### src/hdl/lss_pkg.sv
// ----------------------------------------------------------------------------
// lss_pkg
// Shared types and constants of the latching solenoid sequencer.
// ----------------------------------------------------------------------------
`default_nettype none
package lss_pkg;
   localparam int CHANNELS_DEF = 3;
   localparam int CSR_IDX_W = 2;
   localparam int CSR_DATA_W = 16;
   localparam logic [1:0] CSR_BOOST = 2'd0;
   localparam logic [1:0] CSR_BRIDGE = 2'd1;
   localparam logic [1:0] CSR_CLOSE = 2'd2;
   localparam logic [15:0] BOOST_RST = 16'd650;
   localparam logic [15:0] BRIDGE_RST = 16'd50;
   localparam logic [15:0] CLOSE_RST = 16'd1000;

   localparam logic [1:0] MODE_TICK = 2'd0;
   localparam logic [1:0] MODE_WRITE = 2'd1;
   localparam logic [1:0] MODE_RUN = 2'd2;
   localparam logic [1:0] MODE_READ = 2'd3;

   localparam logic [1:0] ST_OK = 2'd0;
   localparam logic [1:0] ST_BAD_CH = 2'd1;
   localparam logic [1:0] ST_RANGE = 2'd2;
   localparam logic [1:0] ST_BUSY = 2'd3;

   localparam logic [2:0] SEL_START = 3'd0;
   localparam logic [2:0] SEL_RUN = 3'd1;
   localparam logic [2:0] SEL_REPEAT = 3'd2;
   localparam logic [2:0] SEL_FLOW = 3'd3;
   localparam logic [2:0] SEL_CYCLES = 3'd4;
   localparam logic [2:0] SEL_PHASE = 3'd5;
   localparam logic [2:0] SEL_FSTART = 3'd6;
   localparam logic [2:0] SEL_FEND = 3'd7;

   localparam logic [3:0] PH_IDLE = 4'd0;
   localparam logic [3:0] PH_DELAY = 4'd1;
   localparam logic [3:0] PH_BOOST1 = 4'd2;
   localparam logic [3:0] PH_SET = 4'd3;
   localparam logic [3:0] PH_RUN = 4'd4;
   localparam logic [3:0] PH_FLOWSTOP = 4'd5;
   localparam logic [3:0] PH_BOOST_F = 4'd6;
   localparam logic [3:0] PH_TIMEUP = 4'd7;
   localparam logic [3:0] PH_BOOST_T = 4'd8;
   localparam logic [3:0] PH_RESET = 4'd9;
   localparam logic [3:0] PH_CLOSE = 4'd10;
   localparam logic [3:0] PH_REPEAT = 4'd11;

   localparam logic [31:0] MAX_SHORT_S = 32'd21600;
   localparam logic [31:0] MAX_DAY_S = 32'd86400;
   localparam logic [31:0] MAX_CYCLES = 32'd255;
   localparam logic [31:0] FLOW_OFF = 32'hFFFF_FFFF;
   localparam logic [31:0] MS_PER_S = 32'd1000;
   localparam logic [2:0] LINE_BOOST = 3'd1;

   typedef struct packed {
      logic [3:0]  phase;
      logic [31:0] start_ms;
      logic [14:0] start_s;
      logic [14:0] run_s;
      logic [16:0] repeat_s;
      logic [31:0] flow_lim;
      logic [7:0]  cycles;
      logic [31:0] flow_st;
      logic [31:0] flow_end;
   } chan_type;

   localparam chan_type CHAN_RST = '{phase: PH_IDLE, start_ms: '0, start_s: '0,
      run_s: '0, repeat_s: '0, flow_lim: FLOW_OFF, cycles: '0, flow_st: '0,
      flow_end: '0};

   typedef struct packed {
      logic [1:0]  mode;
      logic [2:0]  channel;
      logic [2:0]  setting_select;
      logic [31:0] setting_value;
      logic [31:0] now_ms;
      logic [31:0] flow_count;
   } req_type;

   typedef struct packed {
      logic [1:0]  status;
      logic [31:0] read_value;
      logic        drive_enable;
      logic [2:0]  drive_address;
   } rsp_type;
endpackage
`default_nettype wire

### src/hdl/lss_if.sv
// ----------------------------------------------------------------------------
// lss_req_if / lss_rsp_if
// Valid/ready channels of the sequencer.
// ----------------------------------------------------------------------------
`default_nettype none
interface lss_req_if;
   logic valid;
   logic ready;
   lss_pkg::req_type data;
   modport source (output valid, output data, input ready);
   modport sink (input valid, input data, output ready);
endinterface

interface lss_rsp_if;
   logic valid;
   logic ready;
   lss_pkg::rsp_type data;
   modport source (output valid, output data, input ready);
   modport sink (input valid, input data, output ready);
endinterface
`default_nettype wire

### src/hdl/latching_solenoid_sequencer.sv
// Latching solenoid sequencer, top level.
// A write/read/run word is read from the store, evaluated and answered (a bad
// channel skips the store); a tick visits channels in turn until one acts or the last.
// Throughput: one word at a time; bound by the read-modify-write of the state memory.
// Reset: synchronous; a clearing pass over every channel entry follows, no word taken meanwhile.
// ----------------------------------------------------------------------------
// latching_solenoid_sequencer
// Store of per-channel state plus the sequencing controller.
// ----------------------------------------------------------------------------
`default_nettype none
module latching_solenoid_sequencer #(
   parameter int CHANNELS = lss_pkg::CHANNELS_DEF
) (
   input  wire logic clock,
   input  wire logic reset,
   input  wire logic csr_write_enable,
   input  wire logic [lss_pkg::CSR_IDX_W-1:0] csr_index,
   input  wire logic [lss_pkg::CSR_DATA_W-1:0] csr_write_data,
   lss_req_if.sink req,
   lss_rsp_if.source rsp
);
   localparam int AW = $clog2(CHANNELS + 1);
   logic rd_en, wr_en;
   logic [AW-1:0] rd_addr, wr_addr;
   lss_pkg::chan_type rd_data, wr_data;

   lss_store #(.CHANNELS(CHANNELS)) u_store (
      .clock, .rd_en, .rd_addr, .rd_data, .wr_en, .wr_addr, .wr_data
   );

   lss_ctrl #(.CHANNELS(CHANNELS)) u_ctrl (
      .clock, .reset, .csr_write_enable, .csr_index, .csr_write_data,
      .req, .rsp, .rd_en, .rd_addr, .rd_data, .wr_en, .wr_addr, .wr_data
   );
endmodule
`default_nettype wire

### src/hdl/lss_store.sv
// ----------------------------------------------------------------------------
// lss_store
// Per-channel state memory, one read and one write port, registered read.
// ----------------------------------------------------------------------------
`default_nettype none
module lss_store #(
   parameter int CHANNELS = lss_pkg::CHANNELS_DEF
) (
   input  wire logic clock,
   input  wire logic rd_en,
   input  wire logic [$clog2(CHANNELS+1)-1:0] rd_addr,
   output lss_pkg::chan_type rd_data,
   input  wire logic wr_en,
   input  wire logic [$clog2(CHANNELS+1)-1:0] wr_addr,
   input  lss_pkg::chan_type wr_data
);
   lss_pkg::chan_type mem [CHANNELS];
   lss_pkg::chan_type rd_data_ff;

   always_ff @(posedge clock) begin
      if (wr_en) begin
         mem[wr_addr] <= wr_data;
      end
      if (rd_en) begin
         rd_data_ff <= mem[rd_addr];
      end
   end

   assign rd_data = rd_data_ff;
endmodule
`default_nettype wire

### src/hdl/lss_ctrl.sv
// ----------------------------------------------------------------------------
// lss_ctrl
// Sequencer: clears the store after reset, then per word reads channel
// entries, evaluates one at a time and writes back any updated entry.
// ----------------------------------------------------------------------------
`default_nettype none
module lss_ctrl #(
   parameter int CHANNELS = lss_pkg::CHANNELS_DEF
) (
   input  wire logic clock,
   input  wire logic reset,
   input  wire logic csr_write_enable,
   input  wire logic [lss_pkg::CSR_IDX_W-1:0] csr_index,
   input  wire logic [lss_pkg::CSR_DATA_W-1:0] csr_write_data,
   lss_req_if.sink req,
   lss_rsp_if.source rsp,
   output logic rd_en,
   output logic [$clog2(CHANNELS+1)-1:0] rd_addr,
   input  lss_pkg::chan_type rd_data,
   output logic wr_en,
   output logic [$clog2(CHANNELS+1)-1:0] wr_addr,
   output lss_pkg::chan_type wr_data
);
   localparam int AW = $clog2(CHANNELS + 1);
   localparam logic [AW-1:0] LAST = AW'(CHANNELS - 1);

   localparam logic [2:0] S_CLEAR = 3'd0;
   localparam logic [2:0] S_IDLE = 3'd1;
   localparam logic [2:0] S_READ = 3'd2;
   localparam logic [2:0] S_EVAL = 3'd3;
   localparam logic [2:0] S_OUT = 3'd4;

   logic [2:0] state_ff, state_in;
   logic [AW-1:0] idx_ff, idx_in;
   lss_pkg::req_type req_ff, req_in;
   lss_pkg::rsp_type rsp_ff, rsp_in;
   logic rsp_valid_ff, rsp_valid_in;
   logic [15:0] boost_ff, boost_in, bridge_ff, bridge_in, close_ff, close_in;
   logic [1:0] bown_ff, bown_in, mown_ff, mown_in;
   logic don_ff, don_in;
   logic [2:0] dline_ff, dline_in;

   lss_pkg::chan_type ch;
   logic [1:0] id;
   logic [31:0] el, fdiff, start_ms32, run_ms32, rep_ms32, vmax, rd;
   logic [7:0] cyc_dec;
   logic done;
   logic [1:0] st;

   assign req.ready = (state_ff == S_IDLE) && !rsp_valid_ff;
   assign rsp.valid = rsp_valid_ff;
   assign rsp.data = rsp_ff;

   always_comb begin
      id = 2'(idx_ff + AW'(1));
      el = req_ff.now_ms - rd_data.start_ms;
      fdiff = req_ff.flow_count - rd_data.flow_st;
      start_ms32 = 32'(rd_data.start_s) * lss_pkg::MS_PER_S;
      run_ms32 = 32'(rd_data.run_s) * lss_pkg::MS_PER_S;
      rep_ms32 = 32'(rd_data.repeat_s) * lss_pkg::MS_PER_S;
      cyc_dec = (rd_data.cycles != 8'd0) ? rd_data.cycles - 8'd1 : 8'd0;
      unique case (req_ff.setting_select)
         lss_pkg::SEL_START, lss_pkg::SEL_RUN: vmax = lss_pkg::MAX_SHORT_S;
         lss_pkg::SEL_REPEAT: vmax = lss_pkg::MAX_DAY_S;
         lss_pkg::SEL_FLOW: vmax = lss_pkg::FLOW_OFF;
         default: vmax = '0;
      endcase
      if (req_ff.mode == lss_pkg::MODE_RUN) vmax = lss_pkg::MAX_CYCLES;
      case (req_ff.setting_select)
         lss_pkg::SEL_START: rd = 32'(rd_data.start_s);
         lss_pkg::SEL_RUN: rd = 32'(rd_data.run_s);
         lss_pkg::SEL_REPEAT: rd = 32'(rd_data.repeat_s);
         lss_pkg::SEL_FLOW: rd = rd_data.flow_lim;
         lss_pkg::SEL_CYCLES: rd = 32'(rd_data.cycles);
         lss_pkg::SEL_PHASE: rd = 32'(rd_data.phase);
         lss_pkg::SEL_FSTART: rd = rd_data.flow_st;
         default: rd = rd_data.flow_end;
      endcase
   end

   always_comb begin
      state_in = state_ff;
      idx_in = idx_ff;
      req_in = req_ff;
      rsp_in = rsp_ff;
      rsp_valid_in = rsp_valid_ff && !rsp.ready;
      boost_in = boost_ff;
      bridge_in = bridge_ff;
      close_in = close_ff;
      bown_in = bown_ff;
      mown_in = mown_ff;
      don_in = don_ff;
      dline_in = dline_ff;
      rd_en = 1'b0;
      rd_addr = idx_ff;
      wr_en = 1'b0;
      wr_addr = idx_ff;
      wr_data = lss_pkg::CHAN_RST;
      ch = rd_data;
      done = 1'b0;
      st = lss_pkg::ST_OK;
      if (csr_write_enable) begin
         case (csr_index)
            lss_pkg::CSR_BOOST: boost_in = csr_write_data;
            lss_pkg::CSR_BRIDGE: bridge_in = csr_write_data;
            lss_pkg::CSR_CLOSE: close_in = csr_write_data;
            default: ;
         endcase
      end
      unique case (state_ff)
         S_CLEAR: begin
            wr_en = 1'b1;
            idx_in = idx_ff + AW'(1);
            if (idx_ff == LAST) begin
               idx_in = '0;
               state_in = S_IDLE;
            end
         end
         S_IDLE: begin
            if (req.valid && req.ready) begin
               req_in = req.data;
               rsp_in.status = lss_pkg::ST_OK;
               rsp_in.read_value = '0;
               if (req.data.mode == lss_pkg::MODE_TICK) begin
                  idx_in = '0;
                  state_in = S_READ;
               end else if (req.data.channel == 3'd0 ||
                            32'(req.data.channel) > 32'(CHANNELS)) begin
                  rsp_in.status = lss_pkg::ST_BAD_CH;
                  state_in = S_OUT;
               end else begin
                  idx_in = AW'(req.data.channel - 3'd1);
                  state_in = S_READ;
               end
            end
         end
         S_READ: begin
            rd_en = 1'b1;
            state_in = S_EVAL;
         end
         S_EVAL: begin
            if (req_ff.mode == lss_pkg::MODE_TICK) begin
               if (ch.phase == lss_pkg::PH_DELAY && bown_ff == 2'd0 && mown_ff == 2'd0
                   && el > start_ms32) begin
                  don_in = 1'b1; dline_in = lss_pkg::LINE_BOOST;
                  ch.phase = lss_pkg::PH_BOOST1; ch.start_ms = req_ff.now_ms;
                  bown_in = id; mown_in = id; ch.flow_st = req_ff.flow_count;
                  done = 1'b1;
               end
               if (!done && mown_ff == id) begin
                  if (ch.phase == lss_pkg::PH_BOOST1 && bown_ff == id
                      && el > 32'(boost_ff)) begin
                     don_in = 1'b1; dline_in = {id, 1'b0};
                     ch.start_ms = req_ff.now_ms; ch.phase = lss_pkg::PH_SET;
                     done = 1'b1;
                  end else if (ch.phase == lss_pkg::PH_SET && bown_ff == id
                               && el > 32'(bridge_ff)) begin
                     bown_in = 2'd0; don_in = 1'b0;
                     ch.start_ms = req_ff.now_ms; ch.phase = lss_pkg::PH_RUN;
                     done = 1'b1;
                  end else begin
                     if (ch.phase == lss_pkg::PH_RUN) begin
                        if (el > run_ms32) ch.phase = lss_pkg::PH_TIMEUP;
                        if (ch.flow_lim != lss_pkg::FLOW_OFF && fdiff >= ch.flow_lim) begin
                           ch.phase = lss_pkg::PH_FLOWSTOP;
                           done = 1'b1;
                        end
                     end
                     if (done) begin
                     end else if (ch.phase == lss_pkg::PH_FLOWSTOP && bown_ff == 2'd0) begin
                        don_in = 1'b1; dline_in = lss_pkg::LINE_BOOST;
                        ch.phase = lss_pkg::PH_BOOST_F; ch.start_ms = req_ff.now_ms;
                        bown_in = id; done = 1'b1;
                     end else if (ch.phase == lss_pkg::PH_BOOST_F && bown_ff == id
                                  && el > 32'(boost_ff)) begin
                        don_in = 1'b1; dline_in = {id, 1'b1};
                        ch.start_ms = req_ff.now_ms; ch.phase = lss_pkg::PH_RESET;
                        done = 1'b1;
                     end else if (ch.phase == lss_pkg::PH_TIMEUP && bown_ff == 2'd0) begin
                        don_in = 1'b1; dline_in = lss_pkg::LINE_BOOST;
                        ch.phase = lss_pkg::PH_BOOST_T; ch.start_ms = req_ff.now_ms;
                        bown_in = id; done = 1'b1;
                     end else if (ch.phase == lss_pkg::PH_BOOST_T && bown_ff == id
                                  && el > 32'(boost_ff)) begin
                        don_in = 1'b1; dline_in = {id, 1'b1};
                        ch.start_ms = req_ff.now_ms; ch.phase = lss_pkg::PH_RESET;
                        done = 1'b1;
                     end else if (ch.phase == lss_pkg::PH_RESET && bown_ff == id
                                  && el > 32'(bridge_ff)) begin
                        bown_in = 2'd0; don_in = 1'b0;
                        ch.start_ms = req_ff.now_ms; ch.phase = lss_pkg::PH_CLOSE;
                        done = 1'b1;
                     end else if (ch.phase == lss_pkg::PH_CLOSE && el > 32'(close_ff)) begin
                        mown_in = 2'd0; ch.flow_end = req_ff.flow_count;
                        ch.cycles = cyc_dec;
                        if (cyc_dec != 8'd0) begin
                           ch.start_ms = req_ff.now_ms; ch.phase = lss_pkg::PH_REPEAT;
                        end else begin
                           ch.start_ms = '0; ch.phase = lss_pkg::PH_IDLE;
                        end
                        done = 1'b1;
                     end
                  end
               end
               if (!done && ch.phase == lss_pkg::PH_REPEAT && el > rep_ms32) begin
                  ch.start_ms = req_ff.now_ms - start_ms32;
                  ch.phase = lss_pkg::PH_DELAY;
                  done = 1'b1;
               end
               wr_en = 1'b1;
               wr_data = ch;
               if (done || idx_ff == LAST) begin
                  state_in = S_OUT;
               end else begin
                  idx_in = idx_ff + AW'(1);
                  state_in = S_READ;
               end
            end else begin
               if (req_ff.mode == lss_pkg::MODE_READ) begin
                  rsp_in.read_value = rd;
               end else begin
                  if (req_ff.setting_value == 32'd0 || req_ff.setting_value > vmax
                      || (req_ff.mode == lss_pkg::MODE_WRITE
                          && req_ff.setting_select[2])) begin
                     st = lss_pkg::ST_RANGE;
                  end else if (rd_data.phase != lss_pkg::PH_IDLE) begin
                     st = lss_pkg::ST_BUSY;
                  end else begin
                     wr_en = 1'b1;
                     if (req_ff.mode == lss_pkg::MODE_RUN) begin
                        ch.phase = lss_pkg::PH_DELAY;
                        ch.cycles = req_ff.setting_value[7:0];
                        ch.start_ms = req_ff.now_ms;
                     end else begin
                        case (req_ff.setting_select)
                           lss_pkg::SEL_START: ch.start_s = req_ff.setting_value[14:0];
                           lss_pkg::SEL_RUN: ch.run_s = req_ff.setting_value[14:0];
                           lss_pkg::SEL_REPEAT: ch.repeat_s = req_ff.setting_value[16:0];
                           default: ch.flow_lim = req_ff.setting_value;
                        endcase
                     end
                     wr_data = ch;
                  end
                  rsp_in.status = st;
               end
               state_in = S_OUT;
            end
         end
         S_OUT: begin
            if (!rsp_valid_ff) begin
               rsp_in.drive_enable = don_in;
               rsp_in.drive_address = dline_in;
               rsp_valid_in = 1'b1;
               state_in = S_IDLE;
            end
         end
         default: state_in = S_IDLE;
      endcase
   end

   always_ff @(posedge clock) begin
      if (reset) begin
         state_ff <= S_CLEAR;
         idx_ff <= '0;
         rsp_valid_ff <= 1'b0;
         boost_ff <= lss_pkg::BOOST_RST;
         bridge_ff <= lss_pkg::BRIDGE_RST;
         close_ff <= lss_pkg::CLOSE_RST;
         bown_ff <= 2'd0;
         mown_ff <= 2'd0;
         don_ff <= 1'b0;
         dline_ff <= 3'd0;
      end else begin
         state_ff <= state_in;
         idx_ff <= idx_in;
         rsp_valid_ff <= rsp_valid_in;
         boost_ff <= boost_in;
         bridge_ff <= bridge_in;
         close_ff <= close_in;
         bown_ff <= bown_in;
         mown_ff <= mown_in;
         don_ff <= don_in;
         dline_ff <= dline_in;
      end
      req_ff <= req_in;
      rsp_ff <= rsp_in;
   end
endmodule
`default_nettype wire

### src/flat_wrapper.sv
// flat-port wrapper written by rule: the top's interface ports become plain ports
module latching_solenoid_sequencer_flat 
#(
   parameter int CHANNELS = lss_pkg::CHANNELS_DEF
)
  (clock, reset, csr_write_enable, csr_index, csr_write_data, req_valid, req_data, req_ready, rsp_valid, rsp_data, rsp_ready);
  lss_req_if req_i ();
  lss_rsp_if rsp_i ();
  input  wire logic clock;
  input  wire logic reset;
  input  wire logic csr_write_enable;
  input  wire logic [lss_pkg::CSR_IDX_W-1:0] csr_index;
  input  wire logic [lss_pkg::CSR_DATA_W-1:0] csr_write_data;
  input wire logic [$bits(req_i.valid)-1:0] req_valid;
  input wire logic [$bits(req_i.data)-1:0] req_data;
  output wire logic [$bits(req_i.ready)-1:0] req_ready;
  output wire logic [$bits(rsp_i.valid)-1:0] rsp_valid;
  output wire logic [$bits(rsp_i.data)-1:0] rsp_data;
  input wire logic [$bits(rsp_i.ready)-1:0] rsp_ready;
  assign req_i.valid = req_valid;
  assign req_i.data = req_data;
  assign req_ready = req_i.ready;
  assign rsp_valid = rsp_i.valid;
  assign rsp_data = rsp_i.data;
  assign rsp_i.ready = rsp_ready;
  latching_solenoid_sequencer #(.CHANNELS(CHANNELS)) u_core (.clock(clock), .reset(reset), .csr_write_enable(csr_write_enable), .csr_index(csr_index), .csr_write_data(csr_write_data), .req(req_i), .rsp(rsp_i));
endmodule
### config.mk
export PLATFORM = sky130hd
export DESIGN_NAME = latching_solenoid_sequencer_flat
export DESIGN_NICKNAME = d
export VERILOG_FILES = /design/src/hdl/lss_pkg.sv /design/src/hdl/lss_if.sv /design/src/hdl/latching_solenoid_sequencer.sv /design/src/hdl/lss_store.sv /design/src/hdl/lss_ctrl.sv /design/src/flat_wrapper.sv
export SDC_FILE = /design/constraint.sdc
export NUM_CORES = 2
export LEC_CHECK = 0
export ABC_CLOCK_PERIOD_IN_PS = 16700
export BUFFER_PORTS_ARGS = -buffer_cell sky130_fd_sc_hd__buf_4
export CAP_MARGIN = 40
export CORE_MARGIN = 4
export CORE_UTILIZATION = 50
export CTS_BUF_LIST = sky130_fd_sc_hd__clkbuf_4
export DETAILED_ROUTE_END_ITERATION = 8
export GPL_TIMING_DRIVEN = 0
export PLACE_DENSITY = 0.68
export SYNTH_ARGS = -nofsm -noshare
export SYNTH_HDL_FRONTEND = slang
export SYNTH_SLANG_ARGS = --single-unit
### constraint.sdc
create_clock -name clock -period 16.7 [get_ports clock]
set_clock_uncertainty 0.2 [all_clocks]
set_input_delay 1.67 -clock clock [delete_from_list [all_inputs] [get_ports clock]]
set_output_delay 1.67 -clock clock [all_outputs]
set_load 0.05 [all_outputs]
# Yosys cells after proc, flatten, opt, wreduce, memory -nomap -nowiden
# Memory sizes are Yosys's and may differ from the RTL's. A register that Yosys moved wholly into a read port is not among the register bits.
# Cells that the tools add are included.
[totals]
ff_bits = 201
mem_bits_rw = 561
inputBits = 127
wordCells = 297
n_memories = 1
[classes]
n_addsub = 6
mul = 3
magnitude_cmp = 9
eq_ne = 39
n_mux = 161
n_bitwise = 1
n_reduce_logical = 58
[mem_list]
columns = ["memory", "depth", "width", "read_ports", "rd_ports_with_merged_regs", "wr", "line_no", "text"]
rows = [
  ["u_core.u_store.mem", 3, 187, 1, 1, 1, "lss_store.sv:17", "lss_pkg::chan_type mem [CHANNELS];"],
]
[op_table]
columns = ["cell", "n"]
rows = [
  ["$mux W187", 5],
  ["$mux W36", 18],
  ["$mux W32", 14],
  ["$pmux W32 S7", 1],
  ["$gt A32 B16 Y1", 3],
  ["$mux W8", 12],
  ["$pmux W32 S3", 1],
  ["$mux W79", 1],
  ["$mux W34", 2],
  ["$pmux W34 S2", 1],
  ["$gt A32 B25 Y1", 2],
  ["$sub A32 B32 Y32", 2],
  ["$mux W2", 30],
  ["$mux W3", 16],
  ["$mux W1", 46],
  ["$mul A15 B7 Y22 const B", 2],
  ["$ge A32 B32 Y1", 1],
  ["$gt A32 B27 Y1", 1],
  ["$gt A32 B32 Y1", 1],
  ["$logic_not A32 Y1", 1],
  ["$mux W4", 8],
  ["$ne A32 B32 Y1 const B", 1],
  ["$sub A32 B25 Y32", 1],
  ["$mux W15", 2],
  ["other kinds (38)", 105],
]

# Depth between registers and ports, before layout
[logic_depth]
depth_word = 39
ltp_mapped = 43

# Hierarchy
# A second synthesis with hierarchy kept.
[unflattened]
hier_cells = 4788
area_unflattened_um2 = 55535.8
[by_module_without_submodules]
columns = ["mod", "instances", "cells_per_inst", "area_per_inst_um2", "seq_area_each_um2"]
rows = [
  ["lss_ctrl", 1, 3413, 29114.2, 5415.2],
  ["lss_store", 1, 1375, 26421.6, 22461.5],
]

# Least setup slack after synthesis
# No wires, ideal clock.
[synth_timing]
kind = "reg2reg"
startpoint = "register u_core.u_ctrl.state_ff[1]"
endpoint = "register u_core.u_store.rd_data[0] (netlist name)"
setup_ns = 1.001
arrival_time_ns = 14.305
path_slack_ns = 1.194
stages_incl_launch_ff = 4
cell_sequence = "dfxtp_1 > clkbuf_1 > clkbuf_1 > nor3b_1"
[synth_between]
elab_chain_cells = 2
[synth_rtl]
columns = ["item", "line_no", "text"]
rows = [
  ["start: declaration", "lss_ctrl.sv:33", "logic [2:0] state_ff, state_in;"],
  ["start signal: assignment", "lss_ctrl.sv:274", "state_ff <= state_in;"],
  ["$eq A3 B2 Y1", "lss_ctrl.sv:110", "unique case (state_ff)"],
  ["$mux W1", "lss_ctrl.sv:110", ""],
]
# Every way passes these cells.
# A chain may end at the register's enable or synchronous reset.

==> results_dict.tcl <==
set metrics [dict create \
    ys_warn_count 0 \
    antenna_found_initial 5 \
    io_pins 167 \
    core_region_area_um2 109000 \
    drt_wl_total_um 159000 \
    critPathTopFamily "compound AO/OA/AOI/OAI gates" \
    cts_buffers 274 \
    rows 121 \
    hold_violations 0 \
    slew_headroom_pct 33.1 \
    routedWlPerCell_um 23.1 \
    crit_path_max_fanout 10 \
    grt_first_pass_wirelength_um 239000 \
    synth-main-ff-cell "edfxtp_1" \
    ys_ff_latch 949 \
    drv_cap 0 \
    fp.dieH_um 339 \
    period_minus_slack_ns 10.72 \
    worst_pin_slew_ns 0.995 \
    grt_pass1_vias 40100 \
    mappedNetlistNets 5483 \
    cts_tree "done" \
    syn_inst 4780 \
    clkTransAtPathRegs_ns 0.07 \
    drt_iter0_markers 3956 \
    critPathKind "flip-flop to flip-flop" \
    ctsHoldBuffers 0 \
    setup_tns_ns 0 \
    maxSlewViolCount 0 \
    ctsHtreeMaxLevel 5 \
    synthTopCellsByArea "edfxtp_1 (48%), ha_1 (9.5%), fa_1 (5.9%)" \
    ys_async_sr_fraction_pct 0 \
    status "finished clean" \
    insertion_delay_ns 1.25 \
    drive_gt1_share_pct 13.0 \
    die-area_um2 115000 \
    cp-startpoint "u_core.u_store.rd_data[121]$_DFFE_PP_" \
    synth-edff-count 887 \
    vdd_drop_max_v 0.000112 \
    critPathSlowestCell "edfxtp_1" \
    synth_cell_types 95 \
    drc 0 \
    synth_commonest_cells "edfxtp_1 (887), nand2_1 (477), inv_1 (456)" \
    grt_max_degree 64 \
    synth_seq_area_share_pct 50.7 \
    endpoint_kind "flip-flop" \
    rsz0062_at_grt "false" \
    rr_endpoint "u_core.u_store.mem[2][182]$_DFFE_PP_" \
    cts_resized 0 \
    fin_crit_sh_pct 64.2 \
    nets 6004 \
    die_w_um 339 \
    p_leak_nw 24.2 \
    postSynthAreaPerCell_um2 11.5 \
    critical_path_buf_inv_count 7 \
    yosysTopAreaCellShare_pct 48.5 \
    rr_worst_depth 42 \
    cts_setup_buffers 0 \
    port_buffers 165 \
    holdCritPathClass "flip-flop to flip-flop" \
    max-clock-path-buffers 4 \
    root_buffer "clkbuf_4" \
    startpoint_type "flip-flop" \
    yosysTopAreaCell "edfxtp_1" \
    ff2ff_setup_slack_ns 5.98 \
    cp-endpoint "u_core.u_store.mem[2][182]$_DFFE_PP_" \
    fmax_ghz 0.0933 \
    max_stage_delay_ns 0.80 \
    synth_most_common_cell "edfxtp_1" \
    utilization_pct 57.0 \
    total_power_mw 9.48 \
    crit_cells 42 \
    drt-pass1-iter-count 6 \
    setup_viol 0 \
    grt_usage_pct 27.2 \
    cp.required_ns 17.34 \
    syn2layout_area_growth_pct 13.0 \
    p_per_area_nw_per_um2 153 \
    cp.arrival_ns 11.36 \
    place_congestion 0.930 \
    worstReg2RegStart "u_core.u_store.rd_data[121]$_DFFE_PP_" \
    clock_sinks 949 \
    viasPerCell 5.92 \
    synth_area_um2 54900 \
    vias 40700 \
    grt-ovfl-total 0 \
    start_util_pct 50.4 \
    postRouteAntennaNets 0 \
    hpwl_um 119000 \
]
==> report_power, final <==
part	leakage [nW]	switching [mW]	internal, mW	total [mW]
clock network	1.90	0.974	1.06	2.03
registers	8.61	0.177	3.27	3.45
logic	13.7	2.45	1.55	3.99
==> cell usage in the layout (no fill, tap or decap), types with 25 or more instances in the layout <==
cell type,n
nand4_1,50
o22ai_1,47
a21oi_1,265
a221oi_1,32
inv_1,455
clkbuf_1,169
nor4_1,42
edfxtp_1,887
nor3_1,67
clkbuf_4,373
fa_1,161
a22o_1,114
nor2b_1,36
o21ai_0,319
nor2_1,204
nand3_1,52
nand2_1,477
mux2i_1,211
nand2b_1,41
o21a_1,30
buf_6,25
clkinv_1,46
a21o_1,70
ha_1,415
xnor2_1,85
buf_4,194
xor2_1,47
o22a_1,34
dfxtp_1,62
==> routing by layer <==
layer | vias up | track usage, % | part of all wire [%]
li1 | 18800 | - | -
met1 | 19800 | 34.0 | 39
met2 | 1821 | 44.8 | 48
met3 | 408 | 5.61 | 7.7
met4 | 2 | 14.4 | 5.4
met5 | - | 0 | 0.0063
==> through the flow <==
step | setup slack [ns] | std cells | hold slack, ns | instance area [um^2]
2_1_floorplan | 1.19 | 4780 | 0.209 | 54900
3_3_place_gp | -9.35 | 6359 | 0.243 | 58000
3_5_place_dp | 6.11 | 6436 | 0.247 | 58900
4_1_cts | 5.96 | 6878 | 0.254 | 62100
5_1_grt | 5.11 | 6886 | 0.267 | 62100
6_report | 5.98 | 6886 | 0.254 | 62100
==> kinds of logic after synthesis <==
family	after synthesis	synth area share, %
DFF	949	50.7
AOI/OAI and AO/OA	1160	13.9
and+or+nand+nor	1078	9.08
muxes	222	4.15
xor gates and xnor gates	133	2.15
adders and majority gates	581	15.4
buffers and inverters	657	4.56
==> tightest hold or removal path: cells and delay by family (launching register included) <==
family	cells	cell delay, ns
flip-flops	1	0.30
AO/OA/AOI/OAI	1	0.05
AND/OR/NAND/NOR	1	0.05
==> layout make-up <==
| cell class | instances | area (um^2) |
|---|---|---|
| Fill cell | 9308 | 46900 |
| Sequential cell | 949 | 27900 |
| Multi-Input combinational cell | 3174 | 24600 |
| Clock buffer | 373 | 2800 |
| Timing Repair Buffer | 245 | 2220 |
| Tap cell | 1414 | 1770 |
| Inverter | 457 | 1720 |
| Buffer | 200 | 791 |
| Clock inverter | 69 | 329 |
| Antenna cell | 5 | 12.5 |
==> state kept, by name (all words and copies together) (netlist names) <==
signal and count:
u_core.u_ctrl.rsp.data 38, u_core.u_store.rd_data 187, u_core.u_ctrl.don_ff 1, u_core.u_ctrl.dline_ff 3, u_core.u_ctrl.rsp.valid 1, u_core.u_ctrl.rd_addr 2
u_core.u_ctrl.bridge_ff 16, u_core.u_store.mem 561, u_core.u_ctrl.boost_ff 16, u_core.u_ctrl.bown_ff 2, u_core.u_ctrl.req_ff 101, u_core.u_ctrl.close_ff 16
u_core.u_ctrl.mown_ff 2, u_core.u_ctrl.state_ff 3
==> how the worst min path moves through the flow <==
stage | start | end | slack, ns | depth (start not counted)
global placement | u_core.u_ctrl.boost_ff[6]$_SDFFE_PP0P_ | u_core.u_ctrl.boost_ff[6]$_SDFFE_PP0P_ | 0.24 | 2
global route | u_core.u_ctrl.don_ff$_SDFFE_PP0P_ | u_core.u_ctrl.rsp.data[3]$_DFFE_PP_ | 0.27 | 0
finish | u_core.u_ctrl.boost_ff[12]$_SDFFE_PP0P_ | u_core.u_ctrl.boost_ff[12]$_SDFFE_PP0P_ | 0.25 | 2
detailed placement | u_core.u_ctrl.boost_ff[12]$_SDFFE_PP0P_ | u_core.u_ctrl.boost_ff[12]$_SDFFE_PP0P_ | 0.25 | 2
floorplan | u_core.u_ctrl.don_ff$_SDFFE_PP0P_ | u_core.u_ctrl.rsp.data[3]$_DFFE_PP_ | 0.21 | 0
CTS | u_core.u_ctrl.boost_ff[12]$_SDFFE_PP0P_ | u_core.u_ctrl.boost_ff[12]$_SDFFE_PP0P_ | 0.25 | 2
(Power assumes the default switching activity.)
